==> src/blit_pkg.sv <==
`default_nettype none

package blit_pkg;

   // glyph box size in pixels; glyph rows sit eight bits apart in the packed word
   localparam int GLYPH_WIDTH  = 8;
   localparam int GLYPH_HEIGHT = 8;

   // coordinate limit: exclusive clip edges saturate here
   localparam logic signed [14:0] COORD_LIMIT = 15'sd8192;

   // reset value of the clip size registers
   localparam logic [12:0] CLIP_SIZE_RESET = 13'd4096;

   // command codes on the request word
   typedef enum logic [1:0] {
      OP_FILL  = 2'd0,
      OP_GLYPH = 2'd1,
      OP_STEP  = 2'd2
   } op_type;

   // register indexes on the csr port
   typedef enum logic [1:0] {
      REG_CLIP_LEFT   = 2'd0,
      REG_CLIP_TOP    = 2'd1,
      REG_CLIP_WIDTH  = 2'd2,
      REG_CLIP_HEIGHT = 2'd3
   } reg_index_type;

endpackage

`default_nettype wire

==> src/clipped_fill_and_glyph_blitter.sv <==
// Clipped rectangle fill and glyph blitter.
// Request channel (req_*, valid/stall): a fill start (rectangle origin and size plus
// color) or a glyph start (box origin, 64 packed glyph bits, fg and bg colors) sets up
// a span clipped against the clip rectangle and produces no word. Each step word then
// yields one pixel write on the response channel (rsp_*), in row-major order, with
// rsp_last on the final pixel. Steps while no command is running are dropped. A new
// start replaces a running command at once.
// An accepted step's pixel is registered onto rsp_*. Throughput: one word per cycle
// unless stalled; besides the clip registers, the only storage is the command state
// and a single response register, so the span counters advance once per accepted step.
// Stall: req_stall is raised only while the response register is full and the
// receiver stalls it; the pixel then holds until taken.
// Reset (synchronous, active high): no command running, response empty, clip
// rectangle back to origin 0,0 and size 4096 by 4096.
// Clip registers are written over the csr port at byte addresses 0, 4, 8, 12 (left,
// top, width, height); the user writes them only while the block is idle (unenforced).
`default_nettype none

module clipped_fill_and_glyph_blitter (
   input  wire                clock,
   input  wire                reset,
   // request channel
   input  wire                req_valid,
   output logic               req_stall,
   input  wire         [1:0]  req_op,
   input  wire  signed [12:0] req_origin_x,
   input  wire  signed [12:0] req_origin_y,
   input  wire         [12:0] req_rect_width,
   input  wire         [12:0] req_rect_height,
   input  wire         [63:0] req_glyph_bits,
   input  wire         [7:0]  req_fg_color,
   input  wire         [7:0]  req_bg_color,
   // response channel
   output logic               rsp_valid,
   input  wire                rsp_stall,
   output logic        [12:0] rsp_pixel_x,
   output logic        [12:0] rsp_pixel_y,
   output logic        [7:0]  rsp_pixel_color,
   output logic               rsp_last,
   // csr port
   input  wire                csr_psel,
   input  wire                csr_penable,
   input  wire                csr_pwrite,
   input  wire         [3:0]  csr_paddr,
   input  wire         [31:0] csr_pwdata,
   output logic        [31:0] csr_prdata,
   output logic               csr_pready
);

   // clip registers
   logic [11:0] clip_left_ff,   clip_left_in;
   logic [11:0] clip_top_ff,    clip_top_in;
   logic [12:0] clip_width_ff,  clip_width_in;
   logic [12:0] clip_height_ff, clip_height_in;

   // command state
   logic               active_ff,      active_in;
   logic               is_glyph_ff,    is_glyph_in;
   logic        [12:0] cur_col_ff,     cur_col_in;
   logic        [12:0] cur_row_ff,     cur_row_in;
   logic        [12:0] span_left_ff,   span_left_in;
   logic        [13:0] span_right_ff,  span_right_in;
   logic        [13:0] span_bottom_ff, span_bottom_in;
   logic signed [12:0] box_left_ff,    box_left_in;
   logic signed [12:0] box_top_ff,     box_top_in;
   logic        [63:0] held_glyph_ff,  held_glyph_in;
   logic        [7:0]  held_fg_ff,     held_fg_in;
   logic        [7:0]  held_bg_ff,     held_bg_in;

   // response register
   logic        rsp_valid_ff, rsp_valid_in;
   logic [12:0] rsp_x_ff,     rsp_x_in;
   logic [12:0] rsp_y_ff,     rsp_y_in;
   logic [7:0]  rsp_color_ff, rsp_color_in;
   logic        rsp_last_ff,  rsp_last_in;

   logic req_accept;
   logic csr_write;
   logic [1:0] csr_index;

   // clip intersection signals
   logic signed [14:0] org_x, org_y, ext_w, ext_h, end_x, end_y;
   logic signed [14:0] clip_l, clip_t, clip_r, clip_b;
   logic        [13:0] clip_r_raw, clip_b_raw;
   logic signed [14:0] x0, y0, x1, y1;
   logic               span_empty;

   // step signals
   logic [13:0] col_next, row_next;
   logic [12:0] row_off, col_off;
   logic        glyph_bit;
   logic [7:0]  step_color;

   // handshakes
   assign req_stall  = rsp_valid_ff & rsp_stall;
   assign req_accept = req_valid & ~req_stall;
   assign csr_pready = 1'b1;
   assign csr_write  = csr_psel & csr_penable & csr_pwrite & csr_pready;
   assign csr_index  = csr_paddr[3:2];

   assign rsp_valid       = rsp_valid_ff;
   assign rsp_pixel_x     = rsp_x_ff;
   assign rsp_pixel_y     = rsp_y_ff;
   assign rsp_pixel_color = rsp_color_ff;
   assign rsp_last        = rsp_last_ff;

   // csr read mux
   always_comb begin
      csr_prdata = '0;
      unique case (blit_pkg::reg_index_type'(csr_index))
         blit_pkg::REG_CLIP_LEFT:   csr_prdata = {20'd0, clip_left_ff};
         blit_pkg::REG_CLIP_TOP:    csr_prdata = {20'd0, clip_top_ff};
         blit_pkg::REG_CLIP_WIDTH:  csr_prdata = {19'd0, clip_width_ff};
         blit_pkg::REG_CLIP_HEIGHT: csr_prdata = {19'd0, clip_height_ff};
         default:                   csr_prdata = '0;
      endcase
   end

   // csr writes
   always_comb begin
      clip_left_in   = clip_left_ff;
      clip_top_in    = clip_top_ff;
      clip_width_in  = clip_width_ff;
      clip_height_in = clip_height_ff;
      if (csr_write) begin
         unique case (blit_pkg::reg_index_type'(csr_index))
            blit_pkg::REG_CLIP_LEFT:   clip_left_in   = csr_pwdata[11:0];
            blit_pkg::REG_CLIP_TOP:    clip_top_in    = csr_pwdata[11:0];
            blit_pkg::REG_CLIP_WIDTH:  clip_width_in  = csr_pwdata[12:0];
            blit_pkg::REG_CLIP_HEIGHT: clip_height_in = csr_pwdata[12:0];
            default: ;
         endcase
      end
   end

   // box extent for the start word
   always_comb begin
      org_x = {{2{req_origin_x[12]}}, req_origin_x};
      org_y = {{2{req_origin_y[12]}}, req_origin_y};
      if (req_op == blit_pkg::OP_FILL) begin
         ext_w = {2'b00, req_rect_width};
         ext_h = {2'b00, req_rect_height};
      end else begin
         ext_w = 15'(blit_pkg::GLYPH_WIDTH);
         ext_h = 15'(blit_pkg::GLYPH_HEIGHT);
      end
      end_x = org_x + ext_w;
      end_y = org_y + ext_h;
   end

   // clip edges, exclusive right and bottom saturate at the coordinate limit
   always_comb begin
      clip_l     = {3'b000, clip_left_ff};
      clip_t     = {3'b000, clip_top_ff};
      clip_r_raw = {2'b00, clip_left_ff} + {1'b0, clip_width_ff};
      clip_b_raw = {2'b00, clip_top_ff} + {1'b0, clip_height_ff};
      clip_r     = ({1'b0, clip_r_raw} > blit_pkg::COORD_LIMIT) ?
                   blit_pkg::COORD_LIMIT : {1'b0, clip_r_raw};
      clip_b     = ({1'b0, clip_b_raw} > blit_pkg::COORD_LIMIT) ?
                   blit_pkg::COORD_LIMIT : {1'b0, clip_b_raw};
   end

   // intersection of box and clip
   always_comb begin
      x0 = (org_x > clip_l) ? org_x : clip_l;
      y0 = (org_y > clip_t) ? org_y : clip_t;
      x1 = (end_x < clip_r) ? end_x : clip_r;
      y1 = (end_y < clip_b) ? end_y : clip_b;
      span_empty = (x0 >= x1) || (y0 >= y1);
   end

   // current pixel color and span advance
   always_comb begin
      row_off    = cur_row_ff - box_top_ff;
      col_off    = cur_col_ff - box_left_ff;
      glyph_bit  = held_glyph_ff[{row_off[2:0], col_off[2:0]}];
      step_color = (is_glyph_ff && !glyph_bit) ? held_bg_ff : held_fg_ff;
      col_next   = {1'b0, cur_col_ff} + 14'd1;
      row_next   = {1'b0, cur_row_ff} + 14'd1;
   end

   // next state
   always_comb begin
      active_in      = active_ff;
      is_glyph_in    = is_glyph_ff;
      cur_col_in     = cur_col_ff;
      cur_row_in     = cur_row_ff;
      span_left_in   = span_left_ff;
      span_right_in  = span_right_ff;
      span_bottom_in = span_bottom_ff;
      box_left_in    = box_left_ff;
      box_top_in     = box_top_ff;
      held_glyph_in  = held_glyph_ff;
      held_fg_in     = held_fg_ff;
      held_bg_in     = held_bg_ff;

      // response register drains when taken
      rsp_valid_in = rsp_valid_ff & rsp_stall;
      rsp_x_in     = rsp_x_ff;
      rsp_y_in     = rsp_y_ff;
      rsp_color_in = rsp_color_ff;
      rsp_last_in  = rsp_last_ff;

      if (req_accept) begin
         unique case (req_op) inside
            blit_pkg::OP_FILL, blit_pkg::OP_GLYPH: begin
               is_glyph_in   = (req_op == blit_pkg::OP_GLYPH);
               held_glyph_in = req_glyph_bits;
               held_fg_in    = req_fg_color;
               held_bg_in    = req_bg_color;
               box_left_in   = req_origin_x;
               box_top_in    = req_origin_y;
               active_in     = ~span_empty;
               if (!span_empty) begin
                  span_left_in   = x0[12:0];
                  span_right_in  = x1[13:0];
                  span_bottom_in = y1[13:0];
                  cur_col_in     = x0[12:0];
                  cur_row_in     = y0[12:0];
               end
            end
            blit_pkg::OP_STEP: begin
               if (active_ff) begin
                  rsp_valid_in = 1'b1;
                  rsp_x_in     = cur_col_ff;
                  rsp_y_in     = cur_row_ff;
                  rsp_color_in = step_color;
                  rsp_last_in  = 1'b0;
                  if (col_next < span_right_ff) begin
                     cur_col_in = col_next[12:0];
                  end else if (row_next < span_bottom_ff) begin
                     cur_col_in = span_left_ff;
                     cur_row_in = row_next[12:0];
                  end else begin
                     rsp_last_in = 1'b1;
                     active_in   = 1'b0;
                  end
               end
            end
            default: ;
         endcase
      end
   end

   // registers
   always_ff @(posedge clock) begin
      if (reset) begin
         clip_left_ff   <= '0;
         clip_top_ff    <= '0;
         clip_width_ff  <= blit_pkg::CLIP_SIZE_RESET;
         clip_height_ff <= blit_pkg::CLIP_SIZE_RESET;
         active_ff      <= 1'b0;
         is_glyph_ff    <= 1'b0;
         rsp_valid_ff   <= 1'b0;
      end else begin
         clip_left_ff   <= clip_left_in;
         clip_top_ff    <= clip_top_in;
         clip_width_ff  <= clip_width_in;
         clip_height_ff <= clip_height_in;
         active_ff      <= active_in;
         is_glyph_ff    <= is_glyph_in;
         rsp_valid_ff   <= rsp_valid_in;
      end
      cur_col_ff     <= cur_col_in;
      cur_row_ff     <= cur_row_in;
      span_left_ff   <= span_left_in;
      span_right_ff  <= span_right_in;
      span_bottom_ff <= span_bottom_in;
      box_left_ff    <= box_left_in;
      box_top_ff     <= box_top_in;
      held_glyph_ff  <= held_glyph_in;
      held_fg_ff     <= held_fg_in;
      held_bg_ff     <= held_bg_in;
      rsp_x_ff       <= rsp_x_in;
      rsp_y_ff       <= rsp_y_in;
      rsp_color_ff   <= rsp_color_in;
      rsp_last_ff    <= rsp_last_in;
   end

endmodule

`default_nettype wire

==> config.mk <==
export PLATFORM = sky130hd
export DESIGN_NAME = clipped_fill_and_glyph_blitter
export DESIGN_NICKNAME = d
export VERILOG_FILES = /design/src/blit_pkg.sv /design/src/clipped_fill_and_glyph_blitter.sv
export SDC_FILE = /design/constraint.sdc
export NUM_CORES = 1
export LEC_CHECK = 0
export BUFFER_PORTS_ARGS = -buffer_cell sky130_fd_sc_hd__buf_2
export CAP_MARGIN = 20
export CORE_ASPECT_RATIO = 1.25
export CORE_MARGIN = 1.5
export CORE_UTILIZATION = 45
export DETAILED_ROUTE_END_ITERATION = 6
export PLACE_DENSITY = 0.75
export SYNTH_ARGS = -nofsm -noshare
export SYNTH_HDL_FRONTEND = slang
export SYNTH_SLANG_ARGS = --single-unit
==> constraint.sdc <==
create_clock -name clock -period 18.7 [get_ports clock]
set_input_delay 3.74 -clock clock [delete_from_list [all_inputs] [get_ports clock]]
set_output_delay 3.74 -clock clock [all_outputs]
set_load 0.01 [all_outputs]
### Word level (Yosys, flattened, before mapping)

Index checks and enable logic that the tools add are counted.

| word-level totals | value |
|---|---|
| output and inout port bits | 70 |
| memories kept | 0 |
| logic and storage cells | 103 |
| bits in read-only memories | 0 |
| input port bits | 177 |
| register bits | 241 |
| bits in latches | 0 |
| RAM bits | 0 |

| cells by class | value |
|---|---|
| $lt $le $gt $ge | 11 |
| shift operators | 0 |
| bitwise logic cells | 6 |
| reduce and logical (&&, ||, !) cells | 17 |
| eq/ne operators | 10 |
| multipliers | 0 |
| div/mod/pow operators | 0 |
| add/subtract/negate cells | 8 |
| multiplexer cells | 30 |

Operators with widths:

| operator | count |
|---|---|
| $mux W13 | 10 |
| $pmux W32 S4 | 1 |
| $mux W15 | 4 |
| $pmux W13 S2 | 2 |
| $add A13 B14 Y15 | 2 |
| $ge A15 B15 Y1 | 2 |
| $lt A15 B15 Y1 | 2 |
| $add A12 B13 Y14 | 2 |
| $add A13 B1 Y14 const B | 2 |
| $gt A14 B14 Y1 const B | 2 |
| $lt A14 B14 Y1 | 2 |
| $mux W14 | 2 |
| $gt A13 B13 Y1 | 2 |
| $reduce_and A2 Y1 | 6 |
| $mux W1 | 8 |
| $mux W8 | 1 |
| $lt A6 B7 Y1 const B | 1 |
| $bmux W1 S6 | 1 |
| $eq A2 B2 Y1 const B | 3 |
| $ne A2 B2 Y1 const B | 3 |
| $reduce_and A3 Y1 | 2 |
| $reduce_and A6 Y1 | 1 |
| $sub A3 B3 Y3 | 2 |
| $reduce_and A5 Y1 | 1 |
| other kinds (12) | 18 |

### Depth between registers and ports, before layout

| logic depth | value |
|---|---|
| word-level depth | 9 |
| mapped depth | 33 |
| depth with buffers taken out | 32 |

### Worst setup path after synthesis

Ideal clock, no wire load.

| timing | value |
|---|---|
| kind | input to register |
| from | in req_op[1] |
| to | reg span_bottom_ff[0], enable pin |
| slack | 7.928 ns |
| setup time | 0.395 ns |
| arrival | 10.376 ns |
| data required time | 18.305 ns |
| buffers on the path | 2 |
| cell stages on the path | 29 |
| cells stage by stage | nor2_1 > and2_1 > ha_1 > a21o_1 > a21oi_1 > o2111ai_1 > a21o_1 > o41ai_1 > o21ai_0 > a311oi_1 > ha_1 > nand3_1 > nor2_1 > nand2_1 > a31oi_1 > or4_1 > ha_1 > clkbuf_1 > clkbuf_1 > a31oi_1 > ha_1 > nor2b_1 > o21a_1 > o21ai_0 > a211oi_1 > a211oi_1 > and4b_1 > o211ai_1 > inv_1 |

| between the ends | value |
|---|---|
| longest elaborated chain between the ends | 9 |
| elaborated cells on any way between the ends | 16 |
| classes of those cells | add/sub (2); order compare (4); eq/ne (1); mux (4); bitwise (1); reduce/logical (4) |

RTL lines:

| what | RTL line | text |
|---|---|---|
| from (decl) | clipped_fill_and_glyph_blitter.sv:25 | `input wire [1:0] req_op,` |
| $logic_not A2 Y1 | clipped_fill_and_glyph_blitter.sv:140 | `if (req_op == blit_pkg::OP_FILL) begin` |
| $mux W13 | clipped_fill_and_glyph_blitter.sv:140 |  |
| $add A13 B14 Y15 (on tied branches) | clipped_fill_and_glyph_blitter.sv:147, clipped_fill_and_glyph_blitter.sv:148 |  |
| $lt A15 B15 Y1 (on tied branches) | clipped_fill_and_glyph_blitter.sv:167, clipped_fill_and_glyph_blitter.sv:168 |  |
| $mux W15 (on tied branches) | clipped_fill_and_glyph_blitter.sv:167, clipped_fill_and_glyph_blitter.sv:168 |  |
| $ge A15 B15 Y1 | clipped_fill_and_glyph_blitter.sv:169 | `span_empty = (x0 >= x1) \|\| (y0 >= y1);` |
| $logic_or A1 B1 Y1 | clipped_fill_and_glyph_blitter.sv:169 |  |
| $not A1 Y1 (no line) | - |  |
| $reduce_and A3 Y1 (no line) * | - |  |
| to (signal assigned) | clipped_fill_and_glyph_blitter.sv:268 | `span_bottom_ff <= span_bottom_in;` |
| to (decl) | clipped_fill_and_glyph_blitter.sv:63 | `logic [13:0] span_bottom_ff, span_bottom_in;` |

Mark *: on every way between the ends. The rest lies on a longest branch, timed or not.
A chain may end at the register's enable or synchronous reset.

### Worst setup path after layout

| timing | value |
|---|---|
| from | in req_op[1] |
| to | reg span_right_ff[8], enable pin |

| between the ends | value |
|---|---|
| longest elaborated chain between the ends | 9 |
| elaborated cells on any way between the ends | 16 |
| classes of those cells | add/sub (2); order compare (4); eq/ne (1); mux (4); bitwise (1); reduce/logical (4) |

RTL lines:

| what | RTL line | text |
|---|---|---|
| $logic_not A2 Y1 | clipped_fill_and_glyph_blitter.sv:140 |  |
| $mux W13 | clipped_fill_and_glyph_blitter.sv:140 |  |
| $add A13 B14 Y15 (on tied branches) | clipped_fill_and_glyph_blitter.sv:147, clipped_fill_and_glyph_blitter.sv:148 |  |
| $lt A15 B15 Y1 (on tied branches) | clipped_fill_and_glyph_blitter.sv:167, clipped_fill_and_glyph_blitter.sv:168 |  |
| $mux W15 (on tied branches) | clipped_fill_and_glyph_blitter.sv:167, clipped_fill_and_glyph_blitter.sv:168 |  |
| $ge A15 B15 Y1 | clipped_fill_and_glyph_blitter.sv:169 |  |
| $logic_or A1 B1 Y1 | clipped_fill_and_glyph_blitter.sv:169 |  |
| $not A1 Y1 (no line) | - |  |
| $reduce_and A3 Y1 (no line) * | - |  |
| to (signal assigned) | clipped_fill_and_glyph_blitter.sv:267 | `span_right_ff <= span_right_in;` |
| to (decl) | clipped_fill_and_glyph_blitter.sv:62 | `logic [13:0] span_right_ff, span_right_in;` |

Marks and branches as above.

==> metrics.yaml <==
post_cts_buffers: 0
whs_path_depth: 2
routedWlPerCell_um: 18.2
finalWorstSetupSlack_ns: 7.46
path_buf_inv: 6
clk_pin_slew_ns: 0.06
ff2ff_setup_slack_ns: 9.52
gp_congestion: 0.941
r2r_start: "clip_top_ff[0]$_SDFFE_PP0P_"
via_per_inst: 5.58
finalClockSkew_ns: 0.0166
place_ws_ns: 6.85
synth_area_leaders: "edfxtp_1 (36%), ha_1 (13%), dfxtp_1 (6.7%), nand2_1 (5.0%), mux2_2 (3.4%)"
r2r_cells: 32
floorplan.die.width_um: 170
cpLargestDelayFamily: "compound AO/OA/AOI/OAI gates"
final_cells: 2245
fmax_mhz: 89.0
rows: 76
grt_max_degree: 88
port_buffers: 205
ir_drop_mv: 0.0643
cts_max_level: 1
finalMaxSlewViolations: 0
setup_tns_ns: 0
synth.distinct_cells: 71
yosysTopAreaCell: "edfxtp_1"
cts_made_buffers: 26
rsz0062_at_grt: "no"
avgSynthCellArea_sq_um: 10.2
hold_start: "clip_width_ff[2]$_SDFFE_PP0P_"
leakage_uw: 0.00751
grt_pass1_wl_um: 63000
worstHoldEndpoint: "clip_width_ff[2]$_SDFFE_PP0P_"
grt_overflow: 0
cts_resized: 0
cts_tree: "done"
slew_headroom_pct: 33.1
grt_usage_pct: 22.3
fin_nets: 2102
cp-start-kind: "primary input"
remaining_drc_errors: 0
fin_crit_sh_pct: 60.1
hold_viol: 0
hold_class: "reg -> reg"
num_io_pins: 247
postCtsHoldBufs: 0
die_h_um: 212
critPathMaxStageDelay_ns: 0.73
setup_viol: 0
drive_gt1_share_pct: 19.8
yosysWarnings: 0
cts.sinks: 241
dp_cells: 2193
dp_hpwl_um: 32300
cp_max_fo: 27
finalCriticalPeriod_ns: 11.24
cp.arrival_ns: 11.44
antenna_found_initial: 4
worstSetupPathType: "in -> reg"
firstDrtPassIters: 5
critPathRequiredTime_ns: 18.90
synth_top_area_share_pct: 35.8
end_kind: "flip-flop"
syn_inst: 1545
syn-cell-area_sq_um: 15800
fillers: 3067
insertion_delay_ns: 0.54
grt_pass1_vias: 12400
maxCapViolations: 0
first_iter_violations: 773
cellPowerDensity_nw_per_um2: 75.9
synth-seq-cells: 241
synth-main-ff-cell: "edfxtp_1"
cp_slowest_cell: "ha_1"
cts_root_buf: "clkbuf_16"
area_growth_pct: 14.9
outcome: "completed"
ys_async_sr_fraction_pct: 0
ant_nets: 0
synth-edff-count: 188
clock_path_buffers: 3
vias: 12500
start_util_pct: 45.7
tightest_slew_ns: 1.00
die_area_sq_um: 36200
yosysSeqAreaShare_pct: 42.5
coreArea_sq_um: 34500
r2r-end: "span_right_ff[8]$_DFFE_PP_"
drt_wl_total_um: 40800
[worst max-delay path by stage]
stage          startpoint                          end  slack, ns  depth (start not counted)
6_report        req_op[1]   span_right_ff[8]$_DFFE_PP_       7.46                         33
5_1_grt         req_op[1]  span_right_ff[12]$_DFFE_PP_       6.71                         33
3_5_place_dp    req_op[1]    span_left_ff[8]$_DFFE_PP_       6.85                         33
2_1_floorplan   req_op[1]  span_bottom_ff[0]$_DFFE_PP_       7.93                         29
4_1_cts         req_op[1]   span_right_ff[8]$_DFFE_PP_       7.40                         33
3_3_place_gp    req_op[1]    span_left_ff[7]$_DFFE_PP_       6.99                         33
[registers in the layout, indices dropped and copies added (netlist names), 3 cells and up]
name / flops
span_right_ff: 14
clip_width_ff: 13
span_left_ff: 13
rsp_pixel_x: 13
held_glyph_ff: 64
clip_height_ff: 13
box_top_ff: 3
rsp_pixel_color: 8
span_bottom_ff: 14
held_bg_ff: 8
clip_top_ff: 12
box_left_ff: 3
held_fg_ff: 8
cur_col_ff: 13
rsp_pixel_y: 13
cur_row_ff: 13
clip_left_ff: 12
[cell usage after synthesis, drive strengths merged, types with 41 or more instances]
cell type  number
and2           41
xnor2          44
ha            164
nor2           75
a21oi          94
nand3          41
o21ai          49
inv           103
dfxtp          53
nand2         210
edfxtp        188
mux2           48
[tightest hold or removal path: cells and delay by family, from the launching register on]
family | cells | cell delay, ns
AO/OA/AOI/OAI | 1 | 0.05
flip-flops | 1 | 0.32
AND/OR/NAND/NOR | 1 | 0.06
[cell type report]
| type | count | area (sq um) | share of cell area [%] |
|---|---|---|---|
| Antenna cell | 2 | 5.00 | 0.0276 |
| Clock buffer | 43 | 762 | 4.21 |
| Sequential cell | 241 | 6710 | 37.0 |
| Tap cell | 468 | 586 | 3.23 |
| Inverter | 103 | 387 | 2.13 |
| Clock inverter | 5 | 43.8 | 0.242 |
| Timing Repair Buffer | 220 | 1160 | 6.40 |
| Multi-Input combinational cell | 1163 | 8470 | 46.7 |
[per-stage QoR]
step	power (uW)	util [%]	instance area [sq um]	hold WS (ns)
finish	1380	52.5	18100	0.482
global route	1440	52.5	18100	0.507
CTS	1380	52.4	18100	0.482
detailed placement	897	50.0	17300	0.474
global placement	888	50.0	17300	0.465
floorplan	822	-	15900	0.450
[placed cells by master, fill, tap and decap left out, types with 8 or more instances in the layout]
cell       instances
conb_1            27
nor3_1            26
nand2_1          210
o21a_1            30
nor2b_1           21
a211oi_1          23
nand2b_1           8
buf_2            205
a31o_2             9
clkbuf_16         26
buf_4             14
a21oi_1           93
o211ai_1          11
nor2_1            74
inv_1            103
o21ai_0           46
a21o_1            31
and2_1            40
xor2_1            17
xnor2_1           44
nand3_1           41
nand4_1           25
mux2_2            48
o21bai_1           8
mux4_2            15
dfxtp_1           53
and3_1            11
a31oi_1           20
ha_1             164
mux2i_1           30
edfxtp_1         188
[report_power, final]
| part | switching, uW | total (uW) | internal [uW] |
|---|---|---|---|
| Clock | 206 | 485 | 279 |
| Sequential | 8.89 | 614 | 605 |
| Combinational | 157 | 277 | 120 |
[layer usage]
layer | wire length [um] | track usage, %
met1 | 16600 | 27.1
met2 | 19600 | 39.7
met3 | 3130 | 3.41
met4 | 1400 | 8.42
met5 | 22 | 0
[logic make-up after synthesis]
kind of cell | synth area share [%]
fa+ha+maj | 13.8
compound gates | 13.6
other cells | 0.0476
mux | 7.48
xor+xnor | 3.44
simple gates | 14.6
flops | 42.5
buf+inv | 4.48
No activity file was read; power rests on OpenSTA's default activity.
